**config.mk**
```make
export PLATFORM = sky130hd
export DESIGN_NAME = umls_seq
export DESIGN_NICKNAME = d
export VERILOG_FILES = /design/src/rtl/umls_pkg.sv /design/src/rtl/umls_seq.sv
export SDC_FILE = /design/constraint.sdc
export NUM_CORES = 1
export LEC_CHECK = 0
export ABC_AREA = 1
export BUFFER_PORTS_ARGS = -buffer_cell sky130_fd_sc_hd__buf_2
export CAP_MARGIN = 15
export CORE_AREA = 3 3 180 182
export DETAILED_ROUTE_END_ITERATION = 7
export DIE_AREA = 0 0 183 185
export HOLD_SLACK_MARGIN = 0.02
export PLACE_DENSITY_LB_ADDON = 0.15
export SETUP_SLACK_MARGIN = 0.02
export SYNTH_ARGS = -nofsm -noshare
export SYNTH_HDL_FRONTEND = slang
export SYNTH_SLANG_ARGS = --single-unit
```
**constraint.sdc**
```tcl
create_clock -name clk -period 4.9 [get_ports clk]
set_clock_uncertainty 0.2 [all_clocks]
set_input_delay 0.245 -clock clk [delete_from_list [all_inputs] [get_ports clk]]
set_output_delay 0.245 -clock clk [all_outputs]
set_load 0.005 [all_outputs]
```
**src/rtl/umls_pkg.sv**
```systemverilog
package umls_pkg;

  localparam int MaxLists   = 8;
  localparam int MaxListLen = 256;
  localparam int KeyWidth   = 32;
  localparam int StoreDepth = MaxLists * MaxListLen;

  localparam int LidW  = $clog2(MaxLists);
  localparam int SlotW = $clog2(MaxListLen);
  localparam int LenW  = $clog2(MaxListLen + 1);
  localparam int AddrW = $clog2(StoreDepth);
  localparam int CntW  = $clog2(StoreDepth + 1);
  localparam int PtAddrW = AddrW + LidW;

  typedef enum logic [1:0] {
    OP_APPEND = 2'd0,
    OP_BUILD  = 2'd1,
    OP_QUERY  = 2'd2,
    OP_CLEAR  = 2'd3
  } opcode_t;

  typedef enum logic [1:0] {
    ST_OK        = 2'd0,
    ST_NOT_FOUND = 2'd1,
    ST_FULL      = 2'd2,
    ST_NOT_BUILT = 2'd3
  } status_t;

  typedef struct packed {
    logic [1:0]         opcode;
    logic [2:0]         list_id;
    logic signed [31:0] key;
  } in_word_t;

  typedef struct packed {
    logic [1:0]  status;
    logic [2:0]  list_no;
    logic [8:0]  position;
    logic [11:0] distinct_count;
    logic        last;
  } out_word_t;

  // store-side request from the sequencer
  typedef struct packed {
    logic             ls_we;
    logic [AddrW-1:0] ls_addr;
    logic             uk_we;
    logic [AddrW-1:0] uk_addr;
    logic             pt_we;
    logic [PtAddrW-1:0] pt_addr;
    logic [KeyWidth-1:0] wkey;
    logic [LenW-1:0]  wpos;
  } mem_req_t;

endpackage

```
**src/rtl/umls_seq.sv**
```systemverilog
module umls_seq (
  input  logic                clk,
  input  logic                rst_n,
  input  logic                cfg_we,
  input  logic [3:0]          cfg_wdata,
  input  logic                in_valid,
  output logic                in_ready,
  input  umls_pkg::in_word_t  in_data,
  output logic                out_valid,
  input  logic                out_ready,
  output umls_pkg::out_word_t out_data,
  output umls_pkg::mem_req_t  req,
  input  logic [umls_pkg::KeyWidth-1:0] ls_rdata,
  input  logic [umls_pkg::KeyWidth-1:0] uk_rdata,
  input  logic [umls_pkg::LenW-1:0]     pt_rdata
);

  localparam int KW = umls_pkg::KeyWidth;
  localparam int LW = umls_pkg::LidW;
  localparam int NW = LW + 1;

  typedef enum logic [3:0] {
    S_IDLE, S_OUT,
    S_B_RD, S_B_WT, S_B_CMP, S_B_WR, S_B_ADV_RD, S_B_ADV_WT, S_B_ADV,
    S_Q_RD, S_Q_WT, S_Q_CMP, S_Q_PRD, S_Q_PWT, S_Q_EMIT
  } state_t;

  state_t state_r, state_nxt;
  logic [3:0] num_lists_r, num_lists_nxt;
  logic built_r, built_nxt;
  logic [umls_pkg::LenW-1:0] len_r [umls_pkg::MaxLists];
  logic [umls_pkg::LenW-1:0] len_nxt [umls_pkg::MaxLists];
  logic [umls_pkg::LenW-1:0] head_r [umls_pkg::MaxLists];
  logic [umls_pkg::LenW-1:0] head_nxt [umls_pkg::MaxLists];
  logic [umls_pkg::CntW-1:0] ulen_r, ulen_nxt;
  logic [umls_pkg::CntW-1:0] lo_r, lo_nxt, hi_r, hi_nxt;
  logic [LW-1:0] li_r, li_nxt;
  logic any_r, any_nxt;
  logic [KW-1:0] min_r, min_nxt;
  logic [KW-1:0] key_r, key_nxt;
  logic out_valid_r, out_valid_nxt;
  umls_pkg::out_word_t out_r, out_nxt;

  logic [NW-1:0] nl;
  logic [umls_pkg::CntW-1:0] mid;
  logic [KW-1:0] ekey, rkey;
  logic [LW-1:0] lid;
  logic last_li;

  always_comb begin
    if (num_lists_r == 4'd0) nl = NW'(1);
    else if (num_lists_r > 4'(umls_pkg::MaxLists)) nl = NW'(umls_pkg::MaxLists);
    else nl = NW'(num_lists_r);
  end

  assign mid = lo_r + ((hi_r - lo_r) >> 1);
  assign ekey = in_data.key ^ {1'b1, {(KW-1){1'b0}}};
  assign lid = in_data.list_id[LW-1:0];
  assign last_li = ({1'b0, li_r} + NW'(1)) == nl;
  assign in_ready = (state_r == S_IDLE) && !out_valid_r;
  assign out_valid = out_valid_r;
  assign out_data = out_r;

  always_comb begin
    req = '0;
    req.wkey = min_r;
    req.ls_addr = {li_r, head_r[li_r][umls_pkg::SlotW-1:0]};
    req.uk_addr = ulen_r[umls_pkg::AddrW-1:0];
    req.pt_addr = {ulen_r[umls_pkg::AddrW-1:0], li_r};
    req.wpos = head_r[li_r];
    case (state_r)
      S_IDLE: begin
        req.ls_addr = {lid, len_r[lid][umls_pkg::SlotW-1:0]};
        req.wkey = ekey;
        req.ls_we = in_valid && in_ready && in_data.opcode == umls_pkg::OP_APPEND
                    && {1'b0, lid} < nl
                    && len_r[lid] < umls_pkg::LenW'(umls_pkg::MaxListLen);
      end
      S_B_WR: begin
        req.uk_we = (li_r == '0);
        req.pt_we = 1'b1;
      end
      // hold the probe address until the compare state sees its word
      S_Q_RD, S_Q_WT: req.uk_addr = mid[umls_pkg::AddrW-1:0];
      S_Q_PRD: req.pt_addr = {lo_r[umls_pkg::AddrW-1:0], li_r};
      default: ;
    endcase
  end

  assign rkey = ls_rdata;

  always_comb begin
    state_nxt = state_r;
    num_lists_nxt = num_lists_r;
    built_nxt = built_r;
    len_nxt = len_r;
    head_nxt = head_r;
    ulen_nxt = ulen_r;
    lo_nxt = lo_r;
    hi_nxt = hi_r;
    li_nxt = li_r;
    any_nxt = any_r;
    min_nxt = min_r;
    key_nxt = key_r;
    out_valid_nxt = out_valid_r && !out_ready;
    out_nxt = out_r;
    if (cfg_we) begin
      num_lists_nxt = cfg_wdata;
      built_nxt = 1'b0;
    end
    case (state_r)
      S_IDLE: if (in_valid && in_ready) begin
        out_nxt = '0;
        out_nxt.last = 1'b1;
        key_nxt = ekey;
        case (in_data.opcode)
          umls_pkg::OP_APPEND: begin
            built_nxt = 1'b0;
            out_nxt.list_no = in_data.list_id;
            if (req.ls_we) begin
              out_nxt.position = 9'(len_r[lid]);
              len_nxt[lid] = len_r[lid] + 1'b1;
            end else begin
              out_nxt.status = umls_pkg::ST_FULL;
            end
            out_valid_nxt = 1'b1;
          end
          umls_pkg::OP_BUILD: begin
            for (int i = 0; i < umls_pkg::MaxLists; i++) head_nxt[i] = '0;
            ulen_nxt = '0;
            li_nxt = '0;
            any_nxt = 1'b0;
            state_nxt = S_B_RD;
          end
          umls_pkg::OP_QUERY: begin
            if (!built_r) begin
              out_nxt.status = umls_pkg::ST_NOT_BUILT;
              out_valid_nxt = 1'b1;
            end else begin
              lo_nxt = '0;
              hi_nxt = ulen_r;
              state_nxt = S_Q_RD;
            end
          end
          umls_pkg::OP_CLEAR: begin
            for (int i = 0; i < umls_pkg::MaxLists; i++) len_nxt[i] = '0;
            ulen_nxt = '0;
            built_nxt = 1'b0;
            out_valid_nxt = 1'b1;
          end
          default: ;
        endcase
      end
      // scan heads for minimum, one list per pass
      S_B_RD: begin
        if (head_r[li_r] < len_r[li_r]) state_nxt = S_B_WT;
        else if (last_li) state_nxt = S_B_CMP;
        else li_nxt = li_r + 1'b1;
      end
      S_B_WT: begin
        if (!any_r || rkey < min_r) min_nxt = rkey;
        any_nxt = 1'b1;
        if (last_li) state_nxt = S_B_CMP;
        else begin
          li_nxt = li_r + 1'b1;
          state_nxt = S_B_RD;
        end
      end
      S_B_CMP: begin
        li_nxt = '0;
        if (!any_r || ulen_r == umls_pkg::CntW'(umls_pkg::StoreDepth)) begin
          built_nxt = 1'b1;
          out_nxt.distinct_count = 12'(ulen_r);
          out_valid_nxt = 1'b1;
          state_nxt = S_IDLE;
        end else state_nxt = S_B_WR;
      end
      S_B_WR: state_nxt = S_B_ADV_RD;
      // advance this list past elements equal to min
      S_B_ADV_RD: begin
        if (head_r[li_r] < len_r[li_r]) state_nxt = S_B_ADV_WT;
        else state_nxt = S_B_ADV;
      end
      S_B_ADV_WT: begin
        if (rkey == min_r) begin
          head_nxt[li_r] = head_r[li_r] + 1'b1;
          state_nxt = S_B_ADV_RD;
        end else state_nxt = S_B_ADV;
      end
      S_B_ADV: begin
        if (last_li) begin
          li_nxt = '0;
          any_nxt = 1'b0;
          ulen_nxt = ulen_r + 1'b1;
          state_nxt = S_B_RD;
        end else begin
          li_nxt = li_r + 1'b1;
          state_nxt = S_B_WR;
        end
      end
      S_Q_RD: begin
        if (lo_r < hi_r) state_nxt = S_Q_WT;
        else begin
          out_nxt.status = umls_pkg::ST_NOT_FOUND;
          out_valid_nxt = 1'b1;
          state_nxt = S_IDLE;
        end
      end
      S_Q_WT: state_nxt = S_Q_CMP;
      S_Q_CMP: begin
        if (uk_rdata == key_r) begin
          lo_nxt = mid;
          li_nxt = '0;
          state_nxt = S_Q_PRD;
        end else begin
          if (uk_rdata < key_r) lo_nxt = mid + 1'b1;
          else hi_nxt = mid;
          state_nxt = S_Q_RD;
        end
      end
      S_Q_PRD: state_nxt = S_Q_PWT;
      S_Q_PWT: begin
        out_nxt = '0;
        out_nxt.list_no = 3'(li_r);
        out_nxt.position = 9'(pt_rdata);
        out_nxt.last = last_li;
        out_valid_nxt = 1'b1;
        state_nxt = S_Q_EMIT;
      end
      S_Q_EMIT: if (!out_valid_r) begin
        if (out_r.last) state_nxt = S_IDLE;
        else begin
          li_nxt = li_r + 1'b1;
          state_nxt = S_Q_PRD;
        end
      end
      default: state_nxt = S_IDLE;
    endcase
  end

  always_ff @(posedge clk) begin
    if (!rst_n) begin
      state_r <= S_IDLE;
      num_lists_r <= 4'd8;
      built_r <= 1'b0;
      for (int i = 0; i < umls_pkg::MaxLists; i++) len_r[i] <= '0;
      ulen_r <= '0;
      out_valid_r <= 1'b0;
    end else begin
      state_r <= state_nxt;
      num_lists_r <= num_lists_nxt;
      built_r <= built_nxt;
      len_r <= len_nxt;
      ulen_r <= ulen_nxt;
      out_valid_r <= out_valid_nxt;
    end
  end

  always_ff @(posedge clk) begin
    head_r <= head_nxt;
    lo_r <= lo_nxt;
    hi_r <= hi_nxt;
    li_r <= li_nxt;
    any_r <= any_nxt;
    min_r <= min_nxt;
    key_r <= key_nxt;
    out_r <= out_nxt;
  end

  a_ready_idle: assert property (@(posedge clk) disable iff (!rst_n)
    in_ready |-> (state_r == S_IDLE)) else $error("ready outside idle");
  a_search_bound: assert property (@(posedge clk) disable iff (!rst_n)
    (state_r == S_Q_CMP) |-> (lo_r < hi_r)) else $error("search window empty");
  a_ulen_max: assert property (@(posedge clk) disable iff (!rst_n)
    ulen_r <= umls_pkg::CntW'(umls_pkg::StoreDepth)) else $error("table overrun");

endmodule

```
# Word level (Yosys, flattened, before mapping)
# Cells that the tools add are included.
# totals
register_bits	285
in_bits	119
output_inout_bits	109
elab_cells	232
# classes
n_addsub	8
magnitude_cmp	11
eq_ne	40
n_mux	96
bitwise	3
n_reduce_logical	42
# ops
op	count
$mux 72	4
$pmux 72 s2	2
$mux 12	16
$bwmux 72	2
$pmux 12 s2	4
$bmux 9 s3	3
$mux 9	9
$eq 32x32->1	2
$lt 32x32->1	2
$pmux 4 s14	1
$demux 9 s3	2
$mux 4	11
$mux 3	12
$pmux 12 s3	1
$mux 32	1
$eq 4x4->1 const B	7
$mux 27	1
$ne 2x2->1 const B	13
$add 12x1->12 const B	2
$pmux 3 s7	1
$add 9x1->9 const B	2
$eq 4x3->1 const B	4
$reduce_and 4->1	4
$mux 14	1
45 further kinds	93

# Depth between registers and ports, before layout
# logic_depth
depth_word	11
ltp_mapped	22
depth_no_buf	22

# Worst setup path after synthesis
# OpenSTA, ideal clock, no wires.
# synth_path
path_type	reg2reg
startpoint	reg min_r[3]
endpoint	reg min_r[0], enable pin
setup_ns	0.470
t_arrival_ns	3.556
t_required_ns	4.230
slack_ns	0.673
path_stages_with_launch	11
path_buffers	0
period_less_slack_ns	4.227
cell_sequence	edfxtp_1 -> inv_1 -> ha_1 -> a21oi_1 -> o21ai_0 -> a21oi_1 -> or2_2 -> nand4_1 -> nand2_1 -> nand2_1 -> a21boi_0
# synth_via
elab_chain_len	3
# synth_rtl
item	line_no	text
start, declared	umls_seq.sv:39	logic [KW-1:0] min_r, min_nxt;
start signal, assigned	umls_seq.sv:265	min_r <= min_nxt;
$lt 32x32->1	umls_seq.sv:161	if (!any_r || rkey < min_r) min_nxt = rkey;
$logic_or 1x1->1	umls_seq.sv:161	
$reduce_and 2->1 (no line)	n/a	
# Every way passes these cells.
# A chain may end at the register's enable or synchronous reset.

==> out/results.txt <==
f_max = 220 MHz
Non-Filler Instances = 3073
Synth Flop Type = edfxtp_1
full die area = 33900 µm²
Rows = 64
root buf cell = clkbuf_16
Worst slew margin = 20.2%
WL met2 = 27300 µm
max-slew violation total from the final report = 0
Mapped Area = 18100 µm²
vias in the first global route = 16911
crit path max-delay cell type = edfxtp_1
top layer used by detailed routing = met5
Top Family by Delay on Critical Path = simple AND/OR/NAND/NOR gates
sequential share of the synthesized area = 42.0%
area occupied by multi-input gates = 8800 µm²
# IOs = 228
DR WL met3 = 6540 µm
setup_tns = 0 ns
Crit Path Class = reg -> out
count of cell types in the netlist = 59
Leak = 0.00988 µW
power density cells = 376 nW/µm²
port buffer count = 227
Async S/R FF share, synth = 0%
VDD IR-drop max = 0.329 mV
RSZ-0062 raised after global routing = false
Net count, final = 2882
Ys Warns = 0
ratio of cells with drive above 1 in the final layout = 13.7%
DR vias = 17962
Storage cell area = 7620 µm²
R2R Setup Slk = 0.79 ns
Post-Route WL = 60100 µm
die height = 185 µm
Final Setup Violations = 0
area growth from synthesis to layout = 18.6%
largest fanout on the critical path = 4
Slowest Stage Delay on Critical Path = 0.42 ns
postcts setup bufs = 0
number of max-cap violations = 0
Initial Util = 59.0%
Max Root-Sink Buffers = 3
Mapped Cells = 2362
Via density = 5.85
worst skew pair latency = 0.57 ns
Area contributors post-synth = edfxtp_1 (32%), nand2_1 (13%), dfxtp_1 (10%)
required time worst endpoint = 4.45 ns
Chip Width = 183 µm
initial drt markers = 2353
Sink Count = 285
H-tree levels = 1
hold crit path type = in -> reg
Synth top area share = 31.6%
number of synthesized flops with an enable pin = 191
Synth area leader = edfxtp_1
Worst-Margin Slew = 1.19 ns
Clock power frac = 30.5%
GRT overflow = 0
WL met1 = 24400 µm
core box area = 30700 µm²
CP Capture Type = primary output
Clock transition at path regs = 0.07 ns
Final Hold Vio Count = 0
CP arrival = 4.10 ns
CTS tree = done
drt drc = 0
WL/cell = 19.6 µm
Pre-antenna DRT Iters = 5
number of antenna violations at the first check in global routing = 2
crit start category = register
cell count after placement = 2927
GPL Wtd Cong = 0.950
largest net degree at the start of global routing = 66
CTS Buf Count = 31
GRT Resource Usage Total = 34.6%
switching portion of total power = 36.8%
sw power = 2970 µW
Tmin final = 4.55 ns
post-synth net total = 2593
Comb pwr share = 31.9%
status = completed
Worst Path Buf+Inv = 3
first-pass GRT wire length = 93100 µm
period utilization = 92.8%
crit-path cells = ha_1 > fa_1 > inv_1 > nand3_1 > nand2_1 > a21oi_1 > o211a_1 > xnor2_1 > ha_1 > inv_1 > nor3_1 > nand3_1 > nand4_1 > nand2_1 > o21ai_0 > buf_2
Avg Cell Area, Syn = 7.67 µm²
number of synthesized register bits = 285
fill count = 2467
Post-DRT Antenna Nets = 0
power share of the sequential group = 37.6%
HPWL Detailed = 42300 µm
Int Pwr = 5110 µW
-- cells in the mapped netlist (14+ instances only) --
master    instances
nand2_1         643
dfxtp_1          94
o22ai_1          25
o21ai_0         209
clkbuf_1         49
nor2_1          150
a21oi_1         195
nor3_1           22
nand3_1          96
edfxtp_1        191
o21bai_1         15
inv_2            16
nand4_1          19
inv_1           348
xnor2_1          14
ha_1            110
-- per-stage QoR --
stage | power, µW | worst slack [ns] | hold slack, ns | area (µm²) | util (%)
5_1_grt | 8460 | 0.0704 | 0.0565 | 21500 | 69.9
3_5_place_dp | 5520 | 0.928 | 0.240 | 19600 | 63.6
3_3_place_gp | 5480 | 1.00 | 0.240 | 19600 | 63.6
2_1_floorplan | 4590 | 0.673 | 0.144 | 18100 | -
4_1_cts | 8020 | 0.360 | 0.0254 | 21500 | 69.9
6_report | 8080 | 0.354 | 0.0367 | 21500 | 69.9
-- cell usage in the layout, fill, tap and decap left out, drive strengths merged, types with 11 or more instances in the layout --
cell and instances:
nand2 652, nor3 23, a21oi 195, edfxtp 191, a221oi 11, o22ai 25
dfxtp 94, buf 243, clkinv 13, inv 368, o21ai 222, clkbuf 40
nand3 105, ha 110, xnor2 15, nand4 22, o21bai 15, xor2 15
dlygate4sd3 87, nor2 166
-- what timing repair did --
action                                 CTS  global route
resized for setup                        0             2
setup endpoints to repair                0             2
hold buffers                            87             0
endpoints found under the hold margin   99             0
-- worst reg2reg max path, cell delays in order, from the launching register on --
cell and delay, ns:
edfxtp_1 0.49, inv_1 0.09, ha_1 0.28, nand2_1 0.07, o21ai_0 0.36, xnor2_1 0.17, inv_1 0.06, ha_1 0.35
a21oi_1 0.25, nand2_1 0.18, xor2_1 0.31, inv_1 0.10, nor2_1 0.26, nand2_1 0.12, nor3_1 0.34, nand4_1 0.13
nand2_1 0.09, nor2_1 0.04
-- worst paths after layout --
check / endpoint / cells past startpoint / startpoint
worst max-delay path: req[66] / 16 / lo_r[0]
worst min-delay path: out_data[26] / 3 / in_valid
worst max register to register: lo_r[11] / 17 / lo_r[1]
worst min register to register: len_r[47] / 2 / len_r[47]
-- layout make-up --
cell class / count / area share, %
Tap cell: 396 / 2.30
Timing Repair Buffer: 330 / 9.95
Clock inverter: 18 / 0.890
Inverter: 367 / 6.41
Clock buffer: 40 / 4.10
Sequential cell: 285 / 35.4
Multi-Input combinational cell: 1636 / 40.9
Antenna cell: 1 / 0.0116
-- state kept, by name, indices dropped and copies added (netlist names), 4 cells and up --
name and flops:
state_r 4, min_r 32, hi_r 12, key_r 32, num_lists_r 4, head_r 72, lo_r 12, ulen_r 12
out_data 27, len_r 72
-- power groups by stage --
stage	registers (µW)	clock network, µW	logic [µW]
floorplan	3050	0	1550
global route	3060	2570	2830
CTS	3030	2470	2510
global placement	3070	0	2410
detailed placement	3080	0	2440
finish	3040	2470	2580
-- metal layers --
layer | GRT usage (%) | up-vias
li1 | - | 8395
met1 | 47.9 | 8320
met2 | 56.1 | 1094
met3 | 6.01 | 151
met4 | 10.5 | 2
met5 | 0 | -
-- logic make-up after synthesis --
kind of cell / share of synthesized area, %
buffers and inverters: 9.57
adder cells (fa/ha/maj): 7.81
flip-flops: 42.0
AND/OR/NAND/NOR: 23.6
XOR/XNOR: 1.64
AO/OA/AOI/OAI: 15.4
(Power assumes the default switching activity.)
